==> src/rtl/wmps_pkg.sv <==
// Shared types and constants for the radio module power sequencer.
// No dependencies; imported by both RTL files, the checker and the bench.
`timescale 1ns / 1ps

package wmps_pkg;

  // Input command codes
  localparam logic [2:0] CMD_TICK   = 3'd0;
  localparam logic [2:0] CMD_RXBYTE = 3'd1;
  localparam logic [2:0] CMD_SLEEP  = 3'd2;
  localparam logic [2:0] CMD_WAKE   = 3'd3;
  localparam logic [2:0] CMD_RELOAD = 3'd4;

  // Configuration register indexes
  localparam int unsigned CFG_IDX_W = 3;
  localparam logic [CFG_IDX_W-1:0] REG_HEARTBEAT   = 3'd0;
  localparam logic [CFG_IDX_W-1:0] REG_RETRY_LIMIT = 3'd1;
  localparam logic [CFG_IDX_W-1:0] REG_BOOT_WAIT   = 3'd2;
  localparam logic [CFG_IDX_W-1:0] REG_SLEEP_PULSE = 3'd3;
  localparam logic [CFG_IDX_W-1:0] REG_WAKE_PULSE  = 3'd4;
  localparam logic [CFG_IDX_W-1:0] REG_RELOAD_PULSE = 3'd5;

  // Register reset values (ticks of 100 ms)
  localparam logic [15:0] HEARTBEAT_RST    = 16'd3000;
  localparam logic [3:0]  RETRY_LIMIT_RST  = 4'd3;
  localparam logic [15:0] BOOT_WAIT_RST    = 16'd150;
  localparam logic [15:0] SLEEP_PULSE_RST  = 16'd30;
  localparam logic [15:0] WAKE_PULSE_RST   = 16'd10;
  localparam logic [15:0] RELOAD_PULSE_RST = 16'd50;

  // Fixed waits
  localparam logic [15:0] RESET_HOLD_TICKS  = 16'd1;
  localparam logic [15:0] SLEEP_CHECK_TICKS = 16'd1;
  localparam logic [15:0] WAKE_CHECK_TICKS  = 16'd100;
  localparam logic [15:0] WAKE_READY_TICKS  = 16'd50;
  localparam logic [15:0] RELOAD_GAP_TICKS  = 16'd2;

  // Sequencer states, numbered as reported in state_code
  typedef enum logic [3:0] {
    ST_RST        = 4'd0,
    ST_RST_HOLD   = 4'd1,
    ST_WAIT_RDY   = 4'd2,
    ST_READY      = 4'd3,
    ST_ENTER_SLP  = 4'd4,
    ST_SLP_PULSE  = 4'd5,
    ST_SLP_CHK    = 4'd6,
    ST_ASLEEP     = 4'd7,
    ST_WAKE       = 4'd8,
    ST_WAKE_PULSE = 4'd9,
    ST_WAKE_CHK   = 4'd10,
    ST_RELOAD     = 4'd11,
    ST_RELOAD_PUL = 4'd12,
    ST_ERROR      = 4'd13
  } seq_state_t;

  // Live timing registers used by the state update
  typedef struct packed {
    logic [15:0] heartbeat_ticks;
    logic [15:0] boot_wait_ticks;
    logic [15:0] sleep_pulse_ticks;
    logic [15:0] wake_pulse_ticks;
    logic [15:0] reload_pulse_ticks;
  } cfg_t;

  // Sequencer state carried from item to item
  typedef struct packed {
    seq_state_t  state;
    logic [15:0] delay_count;
    logic [15:0] heartbeat_count;
    logic [3:0]  tries_left;
    logic        reset_pin;
    logic        sleep_req_pin;
    logic        reload_pin;
  } seq_regs_t;

endpackage

==> src/rtl/wmps_step.sv <==
// Next-state logic of the power sequencer for one command beat.
// Depends on wmps_pkg for the state, register and command types.
`timescale 1ns / 1ps

module wmps_step (
  input  logic [2:0]         cmd,
  input  logic               ready_n,
  input  logic               sleep_status,
  input  wmps_pkg::cfg_t     cfg,
  input  wmps_pkg::seq_regs_t cur,
  output wmps_pkg::seq_regs_t nxt,
  output logic               err
);
  import wmps_pkg::*;

  logic [15:0] dly_dec;
  logic [15:0] hb_dec;

  // Saturating countdown applied on every tick before the state acts
  assign dly_dec = (cur.delay_count != 16'd0) ? cur.delay_count - 16'd1 : 16'd0;
  assign hb_dec  = (cur.heartbeat_count != 16'd0) ? cur.heartbeat_count - 16'd1 : 16'd0;

  always_comb begin
    nxt = cur;
    err = 1'b0;
    unique case (cmd)
      CMD_TICK: begin
        nxt.delay_count     = dly_dec;
        nxt.heartbeat_count = hb_dec;
        unique case (cur.state)
          ST_RST: begin
            nxt.reset_pin   = 1'b0;
            nxt.delay_count = RESET_HOLD_TICKS;
            nxt.state       = ST_RST_HOLD;
          end
          ST_RST_HOLD: begin
            if (dly_dec == 16'd0) begin
              nxt.reset_pin   = 1'b1;
              nxt.delay_count = cfg.boot_wait_ticks;
              nxt.state       = ST_WAIT_RDY;
            end
          end
          ST_WAIT_RDY: begin
            if (!ready_n) begin
              nxt.delay_count = cfg.heartbeat_ticks;
              nxt.state       = ST_READY;
            end else if (dly_dec == 16'd0) begin
              if (cur.tries_left != 4'd0) begin
                nxt.tries_left = cur.tries_left - 4'd1;
                nxt.state      = ST_RST;
              end else begin
                nxt.state = ST_ERROR;
                err       = 1'b1;
              end
            end
          end
          ST_READY: begin
            // heartbeat expired: reload and reboot the module
            if (hb_dec == 16'd0) begin
              nxt.heartbeat_count = cfg.heartbeat_ticks;
              nxt.state           = ST_RST;
            end
          end
          ST_ENTER_SLP: begin
            if (!sleep_status) begin
              nxt.state = ST_ASLEEP;
            end else begin
              nxt.sleep_req_pin = 1'b0;
              nxt.delay_count   = cfg.sleep_pulse_ticks;
              nxt.state         = ST_SLP_PULSE;
            end
          end
          ST_SLP_PULSE: begin
            if (dly_dec == 16'd0) begin
              nxt.sleep_req_pin = 1'b1;
              nxt.delay_count   = SLEEP_CHECK_TICKS;
              nxt.state         = ST_SLP_CHK;
            end
          end
          ST_SLP_CHK: begin
            if (!sleep_status) begin
              nxt.state = ST_ASLEEP;
            end else if (dly_dec == 16'd0) begin
              nxt.state = ST_ERROR;
              err       = 1'b1;
            end
          end
          ST_WAKE: begin
            if (sleep_status) begin
              nxt.state = ST_READY;
            end else begin
              nxt.sleep_req_pin = 1'b0;
              nxt.delay_count   = cfg.wake_pulse_ticks;
              nxt.state         = ST_WAKE_PULSE;
            end
          end
          ST_WAKE_PULSE: begin
            if (dly_dec == 16'd0) begin
              nxt.sleep_req_pin = 1'b1;
              nxt.delay_count   = WAKE_CHECK_TICKS;
              nxt.state         = ST_WAKE_CHK;
            end
          end
          ST_WAKE_CHK: begin
            if (sleep_status) begin
              nxt.delay_count = WAKE_READY_TICKS;
              nxt.state       = ST_WAIT_RDY;
            end else if (dly_dec == 16'd0) begin
              nxt.state = ST_ERROR;
              err       = 1'b1;
            end
          end
          ST_RELOAD: begin
            nxt.reload_pin  = 1'b0;
            nxt.delay_count = cfg.reload_pulse_ticks;
            nxt.state       = ST_RELOAD_PUL;
          end
          ST_RELOAD_PUL: begin
            if (dly_dec == 16'd0) begin
              nxt.reload_pin  = 1'b1;
              nxt.delay_count = RELOAD_GAP_TICKS;
              nxt.state       = ST_RST;
            end
          end
          ST_ERROR: begin
            nxt.state = ST_RST;
          end
          default: begin
            // asleep, or an unused code: nothing moves but the counters
          end
        endcase
      end
      CMD_RXBYTE: nxt.heartbeat_count = cfg.heartbeat_ticks;
      CMD_SLEEP:  nxt.state = ST_ENTER_SLP;
      CMD_WAKE:   nxt.state = ST_WAKE;
      CMD_RELOAD: nxt.state = ST_RELOAD;
      default: begin
        // unused command codes leave everything as it is
      end
    endcase
  end

endmodule

==> src/rtl/wifi_module_power_sequencer.sv <==
// Top level of the radio module power sequencer: config registers, state
// registers and the result register. Depends on wmps_pkg and wmps_step.
`timescale 1ns / 1ps

// One input beat (tick, received byte, or a sleep/wake/reload request)
// produces exactly one result beat carrying the pin levels and sequencer
// state after that beat. The state update is combinational logic from the
// state registers to the result register, so a beat is accepted every cycle
// and its result appears on the next cycle; in_tready only drops while a
// result is held by out_tready low. Configuration writes are always taken
// (cfg_ready is tied high); the retry counter is loaded only at reset, from
// the fixed reset value, so writes to retry_limit never take effect.
module wifi_module_power_sequencer (
  input  logic        clk,
  input  logic        rst_n,
  // input beats; tuser: cmd[2:0]
  // tdata: ready_n[0], sleep_status[1], zero pad [7:2]
  input  logic        in_tvalid,
  output logic        in_tready,
  input  logic [2:0]  in_tuser,
  input  logic [7:0]  in_tdata,
  // results; tdata: reset_line[0], sleep_request_line[1], reload_line[2],
  // state_code[6:3], link_ready[7], error_seen[8], zero pad [15:9]
  output logic        out_tvalid,
  input  logic        out_tready,
  output logic [15:0] out_tdata,
  // configuration writes
  input  logic        cfg_valid,
  output logic        cfg_ready,
  input  logic [wmps_pkg::CFG_IDX_W-1:0] cfg_index,
  input  logic [15:0] cfg_data
);
  import wmps_pkg::*;

  cfg_t      cfg_r;
  seq_regs_t seq_r;
  seq_regs_t seq_nxt;
  logic      err_nxt;
  logic      in_acc;
  logic      out_vld_r;
  logic [15:0] out_data_r;
  logic [15:0] out_data_nxt;

  assign cfg_ready  = 1'b1;
  assign in_tready  = !out_vld_r || out_tready;
  assign in_acc     = in_tvalid && in_tready;
  assign out_tvalid = out_vld_r;
  assign out_tdata  = out_data_r;

  // Configuration registers
  always_ff @(posedge clk) begin
    if (!rst_n) begin
      cfg_r.heartbeat_ticks    <= HEARTBEAT_RST;
      cfg_r.boot_wait_ticks    <= BOOT_WAIT_RST;
      cfg_r.sleep_pulse_ticks  <= SLEEP_PULSE_RST;
      cfg_r.wake_pulse_ticks   <= WAKE_PULSE_RST;
      cfg_r.reload_pulse_ticks <= RELOAD_PULSE_RST;
    end else if (cfg_valid) begin
      unique case (cfg_index)
        REG_HEARTBEAT:    cfg_r.heartbeat_ticks    <= cfg_data;
        REG_RETRY_LIMIT:  ; // only the reset value is ever used
        REG_BOOT_WAIT:    cfg_r.boot_wait_ticks    <= cfg_data;
        REG_SLEEP_PULSE:  cfg_r.sleep_pulse_ticks  <= cfg_data;
        REG_WAKE_PULSE:   cfg_r.wake_pulse_ticks   <= cfg_data;
        REG_RELOAD_PULSE: cfg_r.reload_pulse_ticks <= cfg_data;
        default:          ;
      endcase
    end
  end

  // State update for the accepted beat
  wmps_step u_step (
    .cmd          (in_tuser),
    .ready_n      (in_tdata[0]),
    .sleep_status (in_tdata[1]),
    .cfg          (cfg_r),
    .cur          (seq_r),
    .nxt          (seq_nxt),
    .err          (err_nxt)
  );

  // Result packing
  assign out_data_nxt = {7'd0, err_nxt, (seq_nxt.state == ST_READY),
                         seq_nxt.state, seq_nxt.reload_pin,
                         seq_nxt.sleep_req_pin, seq_nxt.reset_pin};

  // Sequencer state and result handshake
  always_ff @(posedge clk) begin
    if (!rst_n) begin
      seq_r.state           <= ST_RST;
      seq_r.delay_count     <= 16'd0;
      seq_r.heartbeat_count <= HEARTBEAT_RST;
      seq_r.tries_left      <= RETRY_LIMIT_RST;
      seq_r.reset_pin       <= 1'b1;
      seq_r.sleep_req_pin   <= 1'b1;
      seq_r.reload_pin      <= 1'b1;
      out_vld_r             <= 1'b0;
    end else begin
      if (in_acc) begin
        seq_r     <= seq_nxt;
        out_vld_r <= 1'b1;
      end else if (out_tready) begin
        out_vld_r <= 1'b0;
      end
    end
  end

  // Result payload, no reset needed
  always_ff @(posedge clk) begin
    if (in_acc) begin
      out_data_r <= out_data_nxt;
    end
  end

  // Checks
  a_link_ready: assert property (@(posedge clk) disable iff (!rst_n)
    out_vld_r |-> (out_data_r[7] == (out_data_r[6:3] == ST_READY)))
    else $error("link_ready disagrees with state_code");

  a_err_state: assert property (@(posedge clk) disable iff (!rst_n)
    (out_vld_r && out_data_r[8]) |-> (out_data_r[6:3] == ST_ERROR))
    else $error("error_seen without error state");

  a_stall: assert property (@(posedge clk) disable iff (!rst_n)
    (out_vld_r && !out_tready) |-> !in_tready)
    else $error("beat accepted while result is stalled");

  a_tries: assert property (@(posedge clk) disable iff (!rst_n)
    $past(rst_n) |-> (seq_r.tries_left <= $past(seq_r.tries_left)))
    else $error("retry counter increased");

  a_state_hold: assert property (@(posedge clk) disable iff (!rst_n)
    (!$past(in_acc) && $past(rst_n)) |-> $stable(seq_r))
    else $error("sequencer state moved without a beat");

endmodule

==> config.mk <==
export PLATFORM = sky130hd
export DESIGN_NAME = wifi_module_power_sequencer
export DESIGN_NICKNAME = d
export VERILOG_FILES = /design/src/rtl/wmps_pkg.sv /design/src/rtl/wmps_step.sv /design/src/rtl/wifi_module_power_sequencer.sv
export SDC_FILE = /design/constraint.sdc
export NUM_CORES = 1
export LEC_CHECK = 0
export ABC_AREA = 0
export BUFFER_PORTS_ARGS = -buffer_cell sky130_fd_sc_hd__buf_2
export CAP_MARGIN = 20
export CORE_AREA = 2 2 115 117
export DETAILED_ROUTE_END_ITERATION = 8
export DIE_AREA = 0 0 117 119
export PLACE_DENSITY = 0.78
export SLEW_MARGIN = 20
export SYNTH_ARGS = -nofsm -noshare
export SYNTH_HDL_FRONTEND = slang
export SYNTH_SLANG_ARGS = --single-unit
==> constraint.sdc <==
create_clock -name clk -period 3.59 [get_ports clk]
set_input_delay 0.1795 -clock clk [delete_from_list [all_inputs] [get_ports clk]]
set_output_delay 0.1795 -clock clk [all_outputs]
set_load 0.05 [all_outputs]
==> summary.md <==
| Metric | Value |
|---|---|
| Top_reg_cell synth | dfxtp_1 |
| Port Buffers | 39 |
| Initial cell density of the core | 58.1% |
| Pre-antenna DRT Iters | 8 |
| Hold_ws | 0.00194 ns |
| Post-CTS Hold Fix Bufs | 0 |
| Final period utilization | 93.8% |
| Drt wl/cell | 18.3 um |
| Total of cells resized after clock tree synthesis | 0 |
| Max IR drop VDD | 408 uV |
| Cell count after synthesis | 993 |
| Total Wirelength | 22000 um |
| Max_slew headroom | 42.9% |
| Final Setup Violations | 0 |
| Worst slew pin tran | 0.851 ns |
| Die Area | 13900 um2 |
| Post-synth cell types | 76 |
| Int Power | 2.85 mW |
| Leak Pwr | 3.23 nW |
| Synthesized area | 7480 um2 |
| Placer congestion estimate | 1.08 |
| Worst-case clock skew | 0.00743 ns |
| First DRT Iteration DRCs | 795 |
| Worst Setup Start Kind | flip-flop |
| Async S/R FF share, synth | 0% |
| Cell Pwr Density | 467 nW/um2 |
| CP max FO | 8 |
| R2r startpoint | seq_r[31] |
| Detail Route Antenna Nets | 0 |
| R2R setup slack | 0.22 ns |
| P_sw | 1.11 mW |
| CP peak stage delay | 0.59 ns |
| Capturing point of the worst reg2reg path | seq_r[32] |
| Worst-Skew Late Latency | 0.43 ns |
| First-pass GRT wire length | 35300 um |
| Register area | 2750 um2 |
| Hold depth | 3 |
| Cell Rows | 42 |
| Total GRT Usage | 32.4% |
| Multi-input gate area | 4360 um2 |
| DR vias | 7455 |
| Switching share of power | 28.1% |
| Critical Path AT | 3.72 ns |
| CTS Buf Count | 17 |
| Clock power share | 45.8% |
| Combinational Power Share | 14.5% |
| Core region area | 12900 um2 |
| Status | completed |
| CTS tree | yes |
| Final Hold Vio Count | 0 |
| Period minus WS final | 3.37 ns |
| Fraction of layout cells with a size suffix above 1 | 12.7% |
| Critical path, cell by cell | or4_4 > nor4_1 > xor2_1 > nor3_1 > buf_4 > a41oi_4 > a211oi_2 > a21oi_2 > a221oi_1 > nor3b_1 |
| Fin area | 8480 um2 |
| Max Fclk | 297 MHz |
| # clock sinks | 133 |
| Die Y-Extent | 119 um |
| Die width | 117 um |
| Setup CP Type | reg -> reg |
| Sequential element share of the synthesized area | 36.8% |
| Synth Warn # | 0 |
| Grt ovf | 0 |
| Max-slew violation count | 0 |
| RSZ-0062 raised after global routing | no |
| Final layout net count | 1053 |
| H-Tree Level Count | 4 |
| Fill count | 1121 |
| Largest net degree at the start of global routing | 87 |
| Syn avg cell area | 7.54 um2 |
| Via-to-Cell Ratio | 6.20 |
| Drt drc | 0 |
| Initial antenna violation count | 1 |
| Crit end category | flip-flop |
| Critical path required time | 3.94 ns |
| Root Driver | clkbuf_16 |
| Number of global-route vias before repair | 6835 |
| Max-Cap Viols | 0 |
| Sequential Power Share | 39.7% |
| Growth of design area from synthesis to finish | 13.4% |
| Post-layout util | 65.9% |
| Clock slew at reported path FFs | 0.06 ns |
| Post-DP Area | 7870 um2 |
| Reg2Reg Depth | 10 |
| Worst Hold End | out_tvalid |
| Total design power | 3.96 mW |
| Hold Path Class | in -> reg |
| #FFs+latches synth | 133 |
| HPWL Detailed | 15100 um |
| CP max-delay cell | or4_4 |
| HP Start | in_tvalid |
| Antenna diodes | 0 |
| Post-CTS setup buffers | 0 |
| Ports | 54 |
| Total negative slack | 0 ns |
| Max Root-Sink Buffers | 2 |
| EDFF count, synth | 9 |
## placed cells by master (no fill, tap or decap), types with 8 or more instances in the layout
cell / netlist / final
a21boi_0: 64 / 64
a21oi_1: 47 / 47
a221oi_1: 15 / 15
a22oi_1: 16 / 16
a31oi_1: 10 / 10
buf_2: 5 / 38
buf_4: 9 / 33
clkbuf_16: 0 / 17
conb_1: 2 / 8
dfxtp_1: 124 / 124
edfxtp_1: 9 / 9
inv_1: 20 / 20
mux2i_1: 13 / 13
nand2_1: 240 / 240
nand3_1: 43 / 43
nand4_1: 11 / 11
nor2_1: 79 / 79
nor2b_1: 8 / 8
nor3_1: 14 / 12
o211ai_1: 12 / 12
o21ai_0: 41 / 41
o21ai_1: 8 / 8
or3_1: 8 / 8
xnor2_1: 16 / 16
## cell type report
type                       count  share of cell area [%]
sequential                   133                    32.4
inverter                      21                   0.929
tap                          176                    2.60
clock buffer                  18                    5.18
multi-input combinational    769                    51.4
clock inverter                14                    2.04
timing repair buffer          72                    5.40
## flip-flops by register name, indices dropped and copies added (netlist names)
signal / cells
cfg_r: 80
out_tdata: 9
seq_r: 43
out_tvalid: 1
## synthesized netlist by cell type, drive strengths merged, types with 5 or more instances
| cell | n | area (um2) |
|---|---|---|
| nand2 | 241 | 907 |
| dfxtp | 124 | 2480 |
| nor2 | 79 | 297 |
| a21boi | 67 | 503 |
| clkbuf | 57 | 214 |
| o21ai | 49 | 245 |
| a21oi | 48 | 244 |
| nand3 | 43 | 215 |
| inv | 20 | 75.1 |
| buf | 19 | 119 |
| a221oi | 16 | 146 |
| a22oi | 16 | 120 |
| xnor2 | 16 | 140 |
| nor3 | 15 | 86.3 |
| mux2i | 13 | 130 |
| nor4 | 13 | 121 |
| o211ai | 12 | 90.1 |
| nand4 | 11 | 68.8 |
| a31oi | 10 | 62.6 |
| edfxtp | 9 | 270 |
| nor2b | 8 | 50.1 |
| or3 | 8 | 50.1 |
| nand2b | 6 | 37.5 |
| o2111ai | 6 | 52.6 |
| or4 | 6 | 52.6 |
| a211oi | 5 | 42.5 |
| nor3b | 5 | 37.5 |
| xor2 | 5 | 43.8 |
## worst max-delay path, delay by kind of cell, from the launching register on
family | cells | cell delay (ns)
simple gates | 4 | 1.23
compound gates | 4 | 1.16
flops | 1 | 0.37
xor+xnor | 1 | 0.37
buf+inv | 1 | 0.16
## power by group through the flow
stage | clock (mW) | sequential [mW] | combinational, mW
2_1_floorplan | 0 | 1.61 | 0.392
5_1_grt | 1.88 | 1.58 | 0.620
4_1_cts | 1.82 | 1.57 | 0.560
6_report | 1.81 | 1.57 | 0.573
3_5_place_dp | 0 | 1.60 | 0.556
3_3_place_gp | 0 | 1.60 | 0.551
## metal layers
metal | routed length, um | global-route usage (%)
met1 | 9290 | 44.6
met2 | 10300 | 50.2
met3 | 1950 | 6.62
met4 | 534 | 11.8
met5 | 0 | 0
## metrics by stage
stage | instances | setup slack, ns
6_report | 1203 | 0.221
5_1_grt | 1203 | 0.0112
4_1_cts | 1203 | 0.271
3_5_place_dp | 1171 | 0.311
3_3_place_gp | 1171 | 0.367
2_1_floorplan | 999 | 0.646
## cells by family (layout without fill, tap and decap cells)
logic type / after synthesis / count (layout) / share of synthesized area (%)
simple gates: 453 / 453 / 27.6
compound gates: 270 / 270 / 25.2
flops: 133 / 133 / 36.8
buf+inv: 97 / 125 / 5.50
xor+xnor: 21 / 21 / 2.46
mux: 13 / 13 / 1.74
fa+ha+maj: 4 / 4 / 0.669
other cells: 2 / 8 / 0.100
## how the worst max path moves through the flow
stage / from / to / slack (ns) / cells after the start
2_1_floorplan: seq_r[23] / seq_r[6] / 0.65 / 11
3_3_place_gp: seq_r[7] / out_tdata[7] / 0.37 / 11
3_5_place_dp: seq_r[23] / seq_r[32] / 0.31 / 12
4_1_cts: seq_r[31] / seq_r[32] / 0.27 / 10
5_1_grt: seq_r[31] / seq_r[32] / 0.01 / 10
6_report: seq_r[31] / seq_r[32] / 0.22 / 10
Note: power is estimated with default switching activity, not from simulation.
